==> src/rtl/cvls_pkg.sv <==
package cvls_pkg;

  localparam int CAPACITY = 64;

  // Fixed field widths
  localparam int OP_W    = 2;
  localparam int IDX_W   = 6;
  localparam int VAL_W   = 16;
  localparam int ST_W    = 2;
  localparam int COUNT_W = 7;

  // Derived widths
  localparam int ADDR_W  = (CAPACITY > 1) ? $clog2(CAPACITY) : 1;
  localparam int CNT_W   = $clog2(CAPACITY + 1);
  localparam int CMP_W   = (CNT_W > IDX_W) ? CNT_W : IDX_W;
  localparam int SUM_W   = VAL_W + CNT_W;
  localparam int DSTEP_W = $clog2(SUM_W);

  typedef enum logic [OP_W-1:0] {
    OP_APPEND = 2'd0,
    OP_REMOVE = 2'd1,
    OP_UPDATE = 2'd2,
    OP_REPORT = 2'd3
  } op_t;

  typedef enum logic [ST_W-1:0] {
    ST_OK    = 2'd0,
    ST_FULL  = 2'd1,
    ST_EMPTY = 2'd2,
    ST_INDEX = 2'd3
  } status_t;

  typedef enum logic [3:0] {
    S_IDLE,
    S_EXEC,
    S_SHIFT_CHK,
    S_SHIFT_WR,
    S_SUM,
    S_DIV_GO,
    S_DIV_WAIT,
    S_OUT
  } state_t;

  typedef struct packed {
    logic    capture;
    logic    wr_append;
    logic    wr_update;
    logic    wr_shift;
    logic    rd_shift;
    logic    rd_sum;
    logic    ptr_load_idx;
    logic    ptr_clr;
    logic    fill_dec;
    logic    acc_clr;
    logic    div_start;
    logic    load_out;
    logic    out_stats;
    status_t status;
  } dp_cmd_t;

  typedef struct packed {
    op_t  op;
    logic empty;
    logic full;
    logic bad_idx;
    logic shift_more;
    logic rd_more;
    logic div_done;
  } dp_sts_t;

endpackage

==> src/rtl/cvls_div.sv <==
module cvls_div (
  input  logic                        clk,
  input  logic                        rst_n,
  input  logic                        start,
  input  logic [cvls_pkg::SUM_W-1:0]  dividend,
  input  logic [cvls_pkg::CNT_W-1:0]  divisor,
  output logic                        done,
  output logic [cvls_pkg::SUM_W-1:0]  quotient
);

  logic                          busy_r;
  logic                          done_r;
  logic [cvls_pkg::DSTEP_W-1:0]  step_r;
  logic [cvls_pkg::SUM_W-1:0]    q_r;
  logic [cvls_pkg::CNT_W-1:0]    rem_r;
  logic [cvls_pkg::CNT_W-1:0]    dvs_r;

  logic [cvls_pkg::CNT_W:0]      trial;
  logic                          fits;
  logic [cvls_pkg::CNT_W:0]      diff;

  // restoring division, one quotient bit per cycle
  always_comb begin
    trial = {rem_r, q_r[cvls_pkg::SUM_W-1]};
    fits  = (trial >= {1'b0, dvs_r});
    diff  = trial - {1'b0, dvs_r};
  end

  always_ff @(posedge clk) begin
    if (!rst_n) begin
      busy_r <= 1'b0;
      done_r <= 1'b0;
    end else begin
      done_r <= 1'b0;
      if (start) begin
        busy_r <= 1'b1;
      end else if (busy_r && step_r == '0) begin
        busy_r <= 1'b0;
        done_r <= 1'b1;
      end
    end
  end

  always_ff @(posedge clk) begin
    if (start) begin
      q_r    <= dividend;
      rem_r  <= '0;
      dvs_r  <= divisor;
      step_r <= cvls_pkg::DSTEP_W'(cvls_pkg::SUM_W - 1);
    end else if (busy_r) begin
      q_r    <= {q_r[cvls_pkg::SUM_W-2:0], fits};
      rem_r  <= fits ? diff[cvls_pkg::CNT_W-1:0] : trial[cvls_pkg::CNT_W-1:0];
      step_r <= step_r - 1'b1;
    end
  end

  assign done     = done_r;
  assign quotient = q_r;

endmodule

==> src/rtl/cvls_dp.sv <==
module cvls_dp (
  input  logic                              clk,
  input  logic                              rst_n,
  input  cvls_pkg::dp_cmd_t                 cmd,
  output cvls_pkg::dp_sts_t                 sts,
  input  logic [cvls_pkg::OP_W-1:0]         in_operation,
  input  logic [cvls_pkg::IDX_W-1:0]        in_index,
  input  logic signed [cvls_pkg::VAL_W-1:0] in_value,
  output logic [cvls_pkg::ST_W-1:0]         out_status,
  output logic [cvls_pkg::COUNT_W-1:0]      out_count,
  output logic signed [cvls_pkg::VAL_W-1:0] out_mean,
  output logic signed [cvls_pkg::VAL_W-1:0] out_largest,
  output logic signed [cvls_pkg::VAL_W-1:0] out_smallest
);

  localparam int ADDR_W = cvls_pkg::ADDR_W;
  localparam int CNT_W  = cvls_pkg::CNT_W;
  localparam int CMP_W  = cvls_pkg::CMP_W;
  localparam int SUM_W  = cvls_pkg::SUM_W;
  localparam int VAL_W  = cvls_pkg::VAL_W;

  logic [VAL_W-1:0]         mem [cvls_pkg::CAPACITY];

  cvls_pkg::op_t            op_r;
  logic [cvls_pkg::IDX_W-1:0] idx_r;
  logic [VAL_W-1:0]         val_r;
  logic [CNT_W-1:0]         fill_r;
  logic [CNT_W-1:0]         ptr_r;
  logic signed [VAL_W-1:0]  rdata_r;
  logic                     rv_r;
  logic signed [SUM_W-1:0]  sum_r;
  logic signed [VAL_W-1:0]  max_r;
  logic signed [VAL_W-1:0]  min_r;
  logic                     neg_r;

  logic [cvls_pkg::ST_W-1:0]    out_status_r;
  logic [cvls_pkg::COUNT_W-1:0] out_count_r;
  logic signed [VAL_W-1:0]      out_mean_r;
  logic signed [VAL_W-1:0]      out_largest_r;
  logic signed [VAL_W-1:0]      out_smallest_r;

  logic                     wr_en;
  logic [ADDR_W-1:0]        wr_addr;
  logic [VAL_W-1:0]         wr_data;
  logic                     rd_en;
  logic [ADDR_W-1:0]        rd_addr;
  logic [CNT_W:0]           ptr_p1;
  logic [SUM_W-1:0]         sum_mag;
  logic                     div_done;
  logic [SUM_W-1:0]         quot;
  logic [VAL_W-1:0]         mean_res;

  assign ptr_p1 = {1'b0, ptr_r} + 1'b1;

  always_comb begin
    sts.op         = op_r;
    sts.empty      = (fill_r == '0);
    sts.full       = (fill_r == CNT_W'(cvls_pkg::CAPACITY));
    sts.bad_idx    = (CMP_W'(idx_r) >= CMP_W'(fill_r));
    sts.shift_more = (ptr_p1 < {1'b0, fill_r});
    sts.rd_more    = (ptr_r < fill_r);
    sts.div_done   = div_done;
  end

  // single write port, single registered read port
  always_comb begin
    wr_en   = cmd.wr_append | cmd.wr_update | cmd.wr_shift;
    wr_addr = ADDR_W'(ptr_r);
    wr_data = rdata_r;
    if (cmd.wr_append) begin
      wr_addr = ADDR_W'(fill_r);
      wr_data = val_r;
    end else if (cmd.wr_update) begin
      wr_addr = ADDR_W'(idx_r);
      wr_data = val_r;
    end
    rd_en   = cmd.rd_shift | cmd.rd_sum;
    rd_addr = cmd.rd_shift ? ADDR_W'(ptr_p1) : ADDR_W'(ptr_r);
  end

  always_ff @(posedge clk) begin
    if (wr_en) begin
      mem[wr_addr] <= wr_data;
    end
    if (rd_en) begin
      rdata_r <= mem[rd_addr];
    end
  end

  always_ff @(posedge clk) begin
    if (!rst_n) begin
      fill_r <= '0;
      rv_r   <= 1'b0;
    end else begin
      rv_r <= cmd.rd_sum;
      if (cmd.wr_append) begin
        fill_r <= fill_r + 1'b1;
      end else if (cmd.fill_dec) begin
        fill_r <= fill_r - 1'b1;
      end
    end
  end

  always_ff @(posedge clk) begin
    if (cmd.capture) begin
      op_r  <= cvls_pkg::op_t'(in_operation);
      idx_r <= in_index;
      val_r <= in_value;
    end
    if (cmd.ptr_load_idx) begin
      ptr_r <= CNT_W'(idx_r);
    end else if (cmd.ptr_clr) begin
      ptr_r <= '0;
    end else if (cmd.wr_shift || cmd.rd_sum) begin
      ptr_r <= ptr_r + 1'b1;
    end
    if (cmd.acc_clr) begin
      sum_r <= '0;
      max_r <= {1'b1, {(VAL_W-1){1'b0}}};
      min_r <= {1'b0, {(VAL_W-1){1'b1}}};
    end else if (rv_r) begin
      sum_r <= sum_r + {{(SUM_W-VAL_W){rdata_r[VAL_W-1]}}, rdata_r};
      if (rdata_r > max_r) max_r <= rdata_r;
      if (rdata_r < min_r) min_r <= rdata_r;
    end
    if (cmd.div_start) begin
      neg_r <= sum_r[SUM_W-1];
    end
  end

  assign sum_mag = sum_r[SUM_W-1] ? SUM_W'(-sum_r) : SUM_W'(sum_r);

  cvls_div u_div (
    .clk      (clk),
    .rst_n    (rst_n),
    .start    (cmd.div_start),
    .dividend (sum_mag),
    .divisor  (fill_r),
    .done     (div_done),
    .quotient (quot)
  );

  // quotient truncates toward zero; restore the sign
  assign mean_res = neg_r ? VAL_W'(-quot[VAL_W-1:0]) : quot[VAL_W-1:0];

  always_ff @(posedge clk) begin
    if (cmd.load_out) begin
      out_status_r   <= cmd.status;
      out_count_r    <= (cvls_pkg::COUNT_W)'(fill_r);
      out_mean_r     <= cmd.out_stats ? mean_res : '0;
      out_largest_r  <= cmd.out_stats ? max_r : '0;
      out_smallest_r <= cmd.out_stats ? min_r : '0;
    end
  end

  assign out_status   = out_status_r;
  assign out_count    = out_count_r;
  assign out_mean     = out_mean_r;
  assign out_largest  = out_largest_r;
  assign out_smallest = out_smallest_r;

`ifndef NO_ASSERTIONS
  a_one_writer: assert property (@(posedge clk) disable iff (!rst_n)
    $onehot0({cmd.wr_append, cmd.wr_update, cmd.wr_shift}))
    else $error("more than one memory write source");

  a_one_reader: assert property (@(posedge clk) disable iff (!rst_n)
    !(cmd.rd_shift && cmd.rd_sum))
    else $error("shift and sum reads collide");

  a_fill_bound: assert property (@(posedge clk) disable iff (!rst_n)
    fill_r <= CNT_W'(cvls_pkg::CAPACITY))
    else $error("fill count beyond capacity");

  a_append_room: assert property (@(posedge clk) disable iff (!rst_n)
    cmd.wr_append |-> !sts.full)
    else $error("append written into a full list");

  a_no_wr_past_fill: assert property (@(posedge clk) disable iff (!rst_n)
    (cmd.wr_update || cmd.wr_shift) |-> (CMP_W'(wr_addr) < CMP_W'(fill_r)))
    else $error("write beyond stored entries");
`endif

endmodule

==> src/rtl/cvls_ctrl.sv <==
module cvls_ctrl (
  input  logic              clk,
  input  logic              rst_n,
  input  logic              in_valid,
  output logic              in_ready,
  output logic              out_valid,
  input  logic              out_ready,
  input  cvls_pkg::dp_sts_t sts,
  output cvls_pkg::dp_cmd_t cmd
);

  cvls_pkg::state_t  state_r, state_nxt;
  logic              out_valid_r, out_valid_nxt;
  cvls_pkg::status_t st_r, st_nxt;
  logic              stats_r, stats_nxt;

  always_ff @(posedge clk) begin
    if (!rst_n) begin
      state_r     <= cvls_pkg::S_IDLE;
      out_valid_r <= 1'b0;
    end else begin
      state_r     <= state_nxt;
      out_valid_r <= out_valid_nxt;
    end
  end

  always_ff @(posedge clk) begin
    st_r    <= st_nxt;
    stats_r <= stats_nxt;
  end

  always_comb begin
    state_nxt     = state_r;
    out_valid_nxt = out_valid_r && !out_ready;
    st_nxt        = st_r;
    stats_nxt     = stats_r;
    cmd           = '0;
    cmd.status    = st_r;
    cmd.out_stats = stats_r;

    case (state_r)
      cvls_pkg::S_IDLE: begin
        if (in_valid) begin
          cmd.capture = 1'b1;
          state_nxt   = cvls_pkg::S_EXEC;
        end
      end
      cvls_pkg::S_EXEC: begin
        stats_nxt = 1'b0;
        state_nxt = cvls_pkg::S_OUT;
        st_nxt    = cvls_pkg::ST_OK;
        case (sts.op)
          cvls_pkg::OP_APPEND: begin
            if (sts.full) begin
              st_nxt = cvls_pkg::ST_FULL;
            end else begin
              cmd.wr_append = 1'b1;
            end
          end
          cvls_pkg::OP_UPDATE: begin
            if (sts.empty) begin
              st_nxt = cvls_pkg::ST_EMPTY;
            end else if (sts.bad_idx) begin
              st_nxt = cvls_pkg::ST_INDEX;
            end else begin
              cmd.wr_update = 1'b1;
            end
          end
          cvls_pkg::OP_REMOVE: begin
            if (sts.empty) begin
              st_nxt = cvls_pkg::ST_EMPTY;
            end else if (sts.bad_idx) begin
              st_nxt = cvls_pkg::ST_INDEX;
            end else begin
              cmd.ptr_load_idx = 1'b1;
              state_nxt        = cvls_pkg::S_SHIFT_CHK;
            end
          end
          default: begin
            if (sts.empty) begin
              st_nxt = cvls_pkg::ST_EMPTY;
            end else begin
              cmd.ptr_clr = 1'b1;
              cmd.acc_clr = 1'b1;
              state_nxt   = cvls_pkg::S_SUM;
            end
          end
        endcase
      end
      cvls_pkg::S_SHIFT_CHK: begin
        if (sts.shift_more) begin
          cmd.rd_shift = 1'b1;
          state_nxt    = cvls_pkg::S_SHIFT_WR;
        end else begin
          cmd.fill_dec = 1'b1;
          state_nxt    = cvls_pkg::S_OUT;
        end
      end
      cvls_pkg::S_SHIFT_WR: begin
        cmd.wr_shift = 1'b1;
        state_nxt    = cvls_pkg::S_SHIFT_CHK;
      end
      cvls_pkg::S_SUM: begin
        // last read data is accumulated on the edge leaving this state
        if (sts.rd_more) begin
          cmd.rd_sum = 1'b1;
        end else begin
          state_nxt = cvls_pkg::S_DIV_GO;
        end
      end
      cvls_pkg::S_DIV_GO: begin
        cmd.div_start = 1'b1;
        state_nxt     = cvls_pkg::S_DIV_WAIT;
      end
      cvls_pkg::S_DIV_WAIT: begin
        if (sts.div_done) begin
          st_nxt    = cvls_pkg::ST_OK;
          stats_nxt = 1'b1;
          state_nxt = cvls_pkg::S_OUT;
        end
      end
      cvls_pkg::S_OUT: begin
        if (!out_valid_r || out_ready) begin
          cmd.load_out  = 1'b1;
          out_valid_nxt = 1'b1;
          state_nxt     = cvls_pkg::S_IDLE;
        end
      end
      default: begin
        state_nxt = cvls_pkg::S_IDLE;
      end
    endcase
  end

  assign in_ready  = (state_r == cvls_pkg::S_IDLE);
  assign out_valid = out_valid_r;

endmodule

==> src/rtl/compacting_value_list_stats_top.sv <==
// Bounded list of up to CAPACITY (64) signed 16-bit values in hundredths,
// kept packed from position 0. Each input transaction carries one operation:
// append, remove at index (later entries shift down), update at index, or
// report; each yields exactly one result transaction with status, the count
// after the operation and, on a successful report, mean (truncated toward
// zero), largest and smallest, else zeros. A remove moves each entry above
// the removed one down with one memory read and one write per moved entry;
// a report walks the value memory one entry per cycle and then runs a
// 23-step bit-serial divider. A new transaction is taken as soon as the
// previous one has finished, even while its result still sits in the output
// register; the block holds off the next result only until that one is taken.
// No clearing pass is needed after reset.
module compacting_value_list_stats_top (
  input  logic                              clk,
  input  logic                              rst_n,
  input  logic                              in_valid,
  output logic                              in_ready,
  input  logic [cvls_pkg::OP_W-1:0]         in_operation,
  input  logic [cvls_pkg::IDX_W-1:0]        in_index,
  input  logic signed [cvls_pkg::VAL_W-1:0] in_value,
  output logic                              out_valid,
  input  logic                              out_ready,
  output logic [cvls_pkg::ST_W-1:0]         out_status,
  output logic [cvls_pkg::COUNT_W-1:0]      out_count,
  output logic signed [cvls_pkg::VAL_W-1:0] out_mean,
  output logic signed [cvls_pkg::VAL_W-1:0] out_largest,
  output logic signed [cvls_pkg::VAL_W-1:0] out_smallest
);

  // controller <-> datapath
  cvls_pkg::dp_cmd_t cmd;
  cvls_pkg::dp_sts_t sts;

  // sequencer: decode, shift loop, stats walk, divide, result handoff
  cvls_ctrl u_ctrl (
    .clk       (clk),
    .rst_n     (rst_n),
    .in_valid  (in_valid),
    .in_ready  (in_ready),
    .out_valid (out_valid),
    .out_ready (out_ready),
    .sts       (sts),
    .cmd       (cmd)
  );

  // value memory, fill count, accumulators, divider, result register
  cvls_dp u_dp (
    .clk          (clk),
    .rst_n        (rst_n),
    .cmd          (cmd),
    .sts          (sts),
    .in_operation (in_operation),
    .in_index     (in_index),
    .in_value     (in_value),
    .out_status   (out_status),
    .out_count    (out_count),
    .out_mean     (out_mean),
    .out_largest  (out_largest),
    .out_smallest (out_smallest)
  );

endmodule
==> config.mk <==
export PLATFORM = sky130hd
export DESIGN_NAME = compacting_value_list_stats_top
export DESIGN_NICKNAME = d
export VERILOG_FILES = /design/src/rtl/cvls_pkg.sv /design/src/rtl/cvls_div.sv /design/src/rtl/cvls_dp.sv /design/src/rtl/cvls_ctrl.sv /design/src/rtl/compacting_value_list_stats_top.sv
export SDC_FILE = /design/constraint.sdc
export NUM_CORES = 2
export LEC_CHECK = 0
export BUFFER_PORTS_ARGS = -buffer_cell sky130_fd_sc_hd__clkbuf_2
export CORE_MARGIN = 2
export CORE_UTILIZATION = 34
export CTS_CLUSTER_SIZE = 40
export DETAILED_ROUTE_END_ITERATION = 6
export PLACE_DENSITY = 0.53
export SLEW_MARGIN = 20
export SYNTH_ARGS = -nofsm -noshare
export SYNTH_HDL_FRONTEND = slang
export SYNTH_HIERARCHICAL = 1
export SYNTH_SLANG_ARGS = --single-unit
==> constraint.sdc <==
create_clock -name clk -period 4.86 [get_ports clk]
set_input_delay 0.729 -clock clk [delete_from_list [all_inputs] [get_ports clk]]
set_output_delay 0.729 -clock clk [all_outputs]
set_load 0.01 [all_outputs]
==> summary.md <==
| Metric | Value |
|---|---|
| IO Count | `87` |
| Clock Skews | `28.6 ps` |
| Leak Pwr | `between 20 and 30 nW` |
| Routed wire length | `about 170 mm` |
| Crit path DAT | `between 5000 and 6000 ps` |
| Cell area after synthesis | `60700 sq um` |
| Period minus WS final | `4570 ps` |
| All-Layer GR Usage | `0.183` |
| Clock buffer depth | `3` |
| P per Cell Area | `between 600 and 700 nW/um^2` |
| Post-synth top flop | `edfxtp_1` |
| Post-DP HPWL | `103 mm` |
| Chip width | `427 um` |
| Final worst slack | `about 290 ps` |
| Cells along the critical path | `ha_4 -> ha_1 -> a21boi_0 -> o21a_1 -> o21a_1 -> o21a_1 -> o21ai_0 -> nand2b_1 -> a211oi_2 -> nor4bb_4 -> buf_6 -> buf_12 -> nor2b_4 -> buf_12 -> buf_12 -> buf_4 -> a221oi_1 -> mux4_2 -> o22a_1 -> nand4_1` |
| HP Start | `in_value[11]` |
| Final setup viols | `0` |
| CP max-delay cell | `mux4_2` |
| Crit-path max FO | `35` |
| YS warnings | `6` |
| Post-synth net total | `~4300` |
| Synthesized area per cell | `about 14 sq um` |
| R2r endpoint | `u_dp/rdata_r[4]` |
| # nets final | `~4600` |
| Diode count | `0` |
| Global-route wire length before repair | `between 200 and 250 mm` |
| Via-to-Cell Ratio | `5.53` |
| Layout cells sized above 1 | `0.198` |
| Worst reg-to-reg setup slack | `between 200 and 300 ps` |
| CTS root buffer | `clkbuf_16` |
| Avg WL per Cell | `24.4 um` |
| Count of cell types in the netlist | `83` |
| Worst Hold End | `u_dp/val_r[11]` |
| Fmax | `roughly 220 MHz` |
| Setup TNS | `0 ps` |
| Worst EP required | `roughly 5500 ps` |
| Vias in the first global route | `approximately 38000` |
| Placed instance count | `roughly 6700` |
| Max-Cap Viols | `0` |
| H-tree Lvls | `4` |
| Setup WS pre-CTS | `between 20 and 30 ps` |
| Clock latency on the worst-skew pair | `780 ps` |
| Fill cell count | `between 15000 and 20000` |
| Crit start category | `flop` |
| Synth area leader | `edfxtp_1` |
| Crit end category | `flop` |
| Post-synthesis compound-gate area fraction | `0.114` |
| Die area | `about 180000 sq um` |
| Top cells by area, synth | `edfxtp_1 (57%), mux2i_1 (11%), mux4_2 (5.9%)` |
| VDD IR max | `0.527 mV` |
| Post-synthesis mux area share | `0.176` |
| Fin util | `0.401` |
| Post-synth ARST share | `0` |
| Grt ovf | `0` |
| Critical R2R Launch | `u_dp/ptr_r[1]` |
| Non-filler cells, final | `6915` |
| TritonCTS clock tree | `done` |
| Count leader, synth | `edfxtp_1` |
| Min-delay worst type | `input pin to flop` |
| Crit share post-route | `0.940` |
| RSZ-0062 raised after global routing | `no` |
| Register bit total from synthesis | `about 1200` |
| Vert. Die Dim | `around 430 um` |
| Most frequent cells after synthesis | `edfxtp_1 (1161), mux2i_1 (665), nor2_1 (194)` |
| Vias | `38214` |
| Adder and majority gate portion of the synthesized area | `0.0202` |
| Post-synth EDFFs | `~1200` |
| Worst-margin pin slew | `just over 1000 ps` |
| GPL Wtd Cong | `around 0.8` |
| Simple-gate share of the synthesized area | `0.0532` |
| Fin. max-slew vios | `0` |
| Area share of xor/xnor cells in the synthesized design | `0.00866` |
| Main combinational cell family by area after synthesis | `multiplexers` |
| P&R area growth vs syn | `17.4%` |
| WHS Path Cells | `1` |
| Slew HR | `0.313` |
| Setup CP Type | `flop to flop` |
| Drt drc | `0` |
| Num CTS Buffers | `143` |
| Initial antenna violation count | `2` |
| Initial Util | `0.341` |
| Worst-path clk slew | `60 ps` |
| Final hold vios | `0` |
| Routed Antenna Nets | `0` |
| Outcome | `complete, no violations` |
| Core box area | `~180000 sq um` |
| R2r worst-path depth | `20` |
| Pre-antenna DRT Iters | `7` |
| DRT iter0 DRCs | `roughly 3000` |
| Pwr Total | `between 40 and 50 mW` |
| Gate Count Post-Synth | `4203` |
| Row count | `155` |
| Port bufs | `86` |
| Critical path's largest stage delay | `between 500 and 600 ps` |
| Pin count of the biggest net entering global routing | `about 130` |
| Top-area cell type share of the netlist area | `0.574` |
| Sequential-to-total area share from yosys stat | `0.601` |
| CTS sink count | `1243` |
-- where the power goes --
group | total, mW | switching (mW) | internal [mW]
combinational | 17.7 | 10.3 | 7.42
sequential | 14.5 | 0.716 | 13.7
clock | 10.6 | 4.38 | 6.22
-- repair_timing --
action                                  CTS  global route
cloned                                    0             3
buffers inserted                          0             4
gates resized for setup                   1             8
pin swaps                                 0             2
hold endpoints to repair                  0             0
endpoints found under the setup margin    2           392
hold buffers                              0             0
-- through the flow --
stage | hold slack (ps) | instance area [sq um]
floorplan | 400 | 60700
global placement | 405 | 66500
detailed placement | 405 | 66500
CTS | 65.4 | 71100
global route | 86.7 | 71300
finish | 127 | 71300
-- cells in the final DEF, fill, tap and decap left out, types with 31 or more instances in the layout --
master     count
mux2_2        39
a21oi_1       90
edfxtp_1    1161
buf_4        225
clkbuf_1      31
dfxtp_1       82
clkbuf_2      86
a22oi_1      119
o22a_1        33
a22o_1       189
a31oi_1       42
nor2_2        46
mux4_2       160
inv_1         78
xnor2_1       47
nor2b_1       80
buf_12        87
nor3_1        54
a211oi_1     135
a221oi_1     123
nand3_1       59
o21ai_0       44
nand2_1      107
ha_1          92
clkbuf_16    152
and2_1        51
nor2_1       142
mux2i_1      665
-- state kept, by name, indices dropped and copies added (netlist names), 3 cells and up --
name and flops:
u_dp/mem 1024, u_dp/sum_r 23, u_dp/u_div/quotient 23, u_dp/max_r 16
u_dp/min_r 16, u_dp/out_largest 16, u_dp/out_mean 16, u_dp/out_smallest 16
u_dp/rdata_r 16, u_dp/val_r 16, u_dp/fill_r 7, u_dp/out_count 7
u_dp/ptr_r 7, u_dp/u_div/dvs_r 7, u_dp/u_div/rem_r 7, u_dp/idx_r 6
u_dp/u_div/step_r 5, u_ctrl/state_r 3
-- per-layer routing --
metal / track usage / wire, um / vias to the layer above
met2: 0.303 / 80600 / 904
met3: 0.0246 / 7620 / 263
met4: 0.0682 / 6240 / 0
met1: 0.245 / 74300 / 19605
li1: - / - / 17442
met5: 0 / 0 / -
-- worst max-delay path, delay by kind of cell (launching register included) --
family | cells | cell delay, ps
buffers and inverters | 5 | 890
and+or+nand+nor | 4 | 650
DFF | 1 | 450
muxes | 1 | 530
AOI/OAI and AO/OA | 8 | 1330
adders and majority gates | 2 | 540
-- cell type report --
type	count	area [sq um]	share of cell area
Clock buffer	184	3900	0.0547
Sequential cell	1243	36500	0.512
Clock inverter	74	712	0.00999
Timing Repair Buffer	405	3980	0.0559
Inverter	79	297	0.00416
Multi-Input combinational cell	2575	22900	0.322
Tap cell	2355	2950	0.0414
-- kinds of logic after synthesis --
group,after synthesis
compound gates,907
xor+xnor,60
fa+ha+maj,96
buf+inv,385
flops,1243
mux,864
simple gates,648
-- how the worst max path moves through the flow --
stage / startpoint / end / slack (ps) / cells after the start
2_1_floorplan: u_dp/fill_r[0] / u_dp/mem[43][0] / 340 / 17
3_3_place_gp: u_dp/idx_r[0] / u_dp/mem[63][5] / 110 / 17
3_5_place_dp: u_dp/ptr_r[1] / u_dp/rdata_r[4] / 30 / 19
4_1_cts: u_dp/ptr_r[1] / u_dp/rdata_r[4] / 90 / 20
5_1_grt: u_dp/idx_r[0] / u_dp/mem[18][8] / 10 / 19
6_report: u_dp/ptr_r[1] / u_dp/rdata_r[4] / 290 / 20
Note: power is estimated with default switching activity, not from simulation.
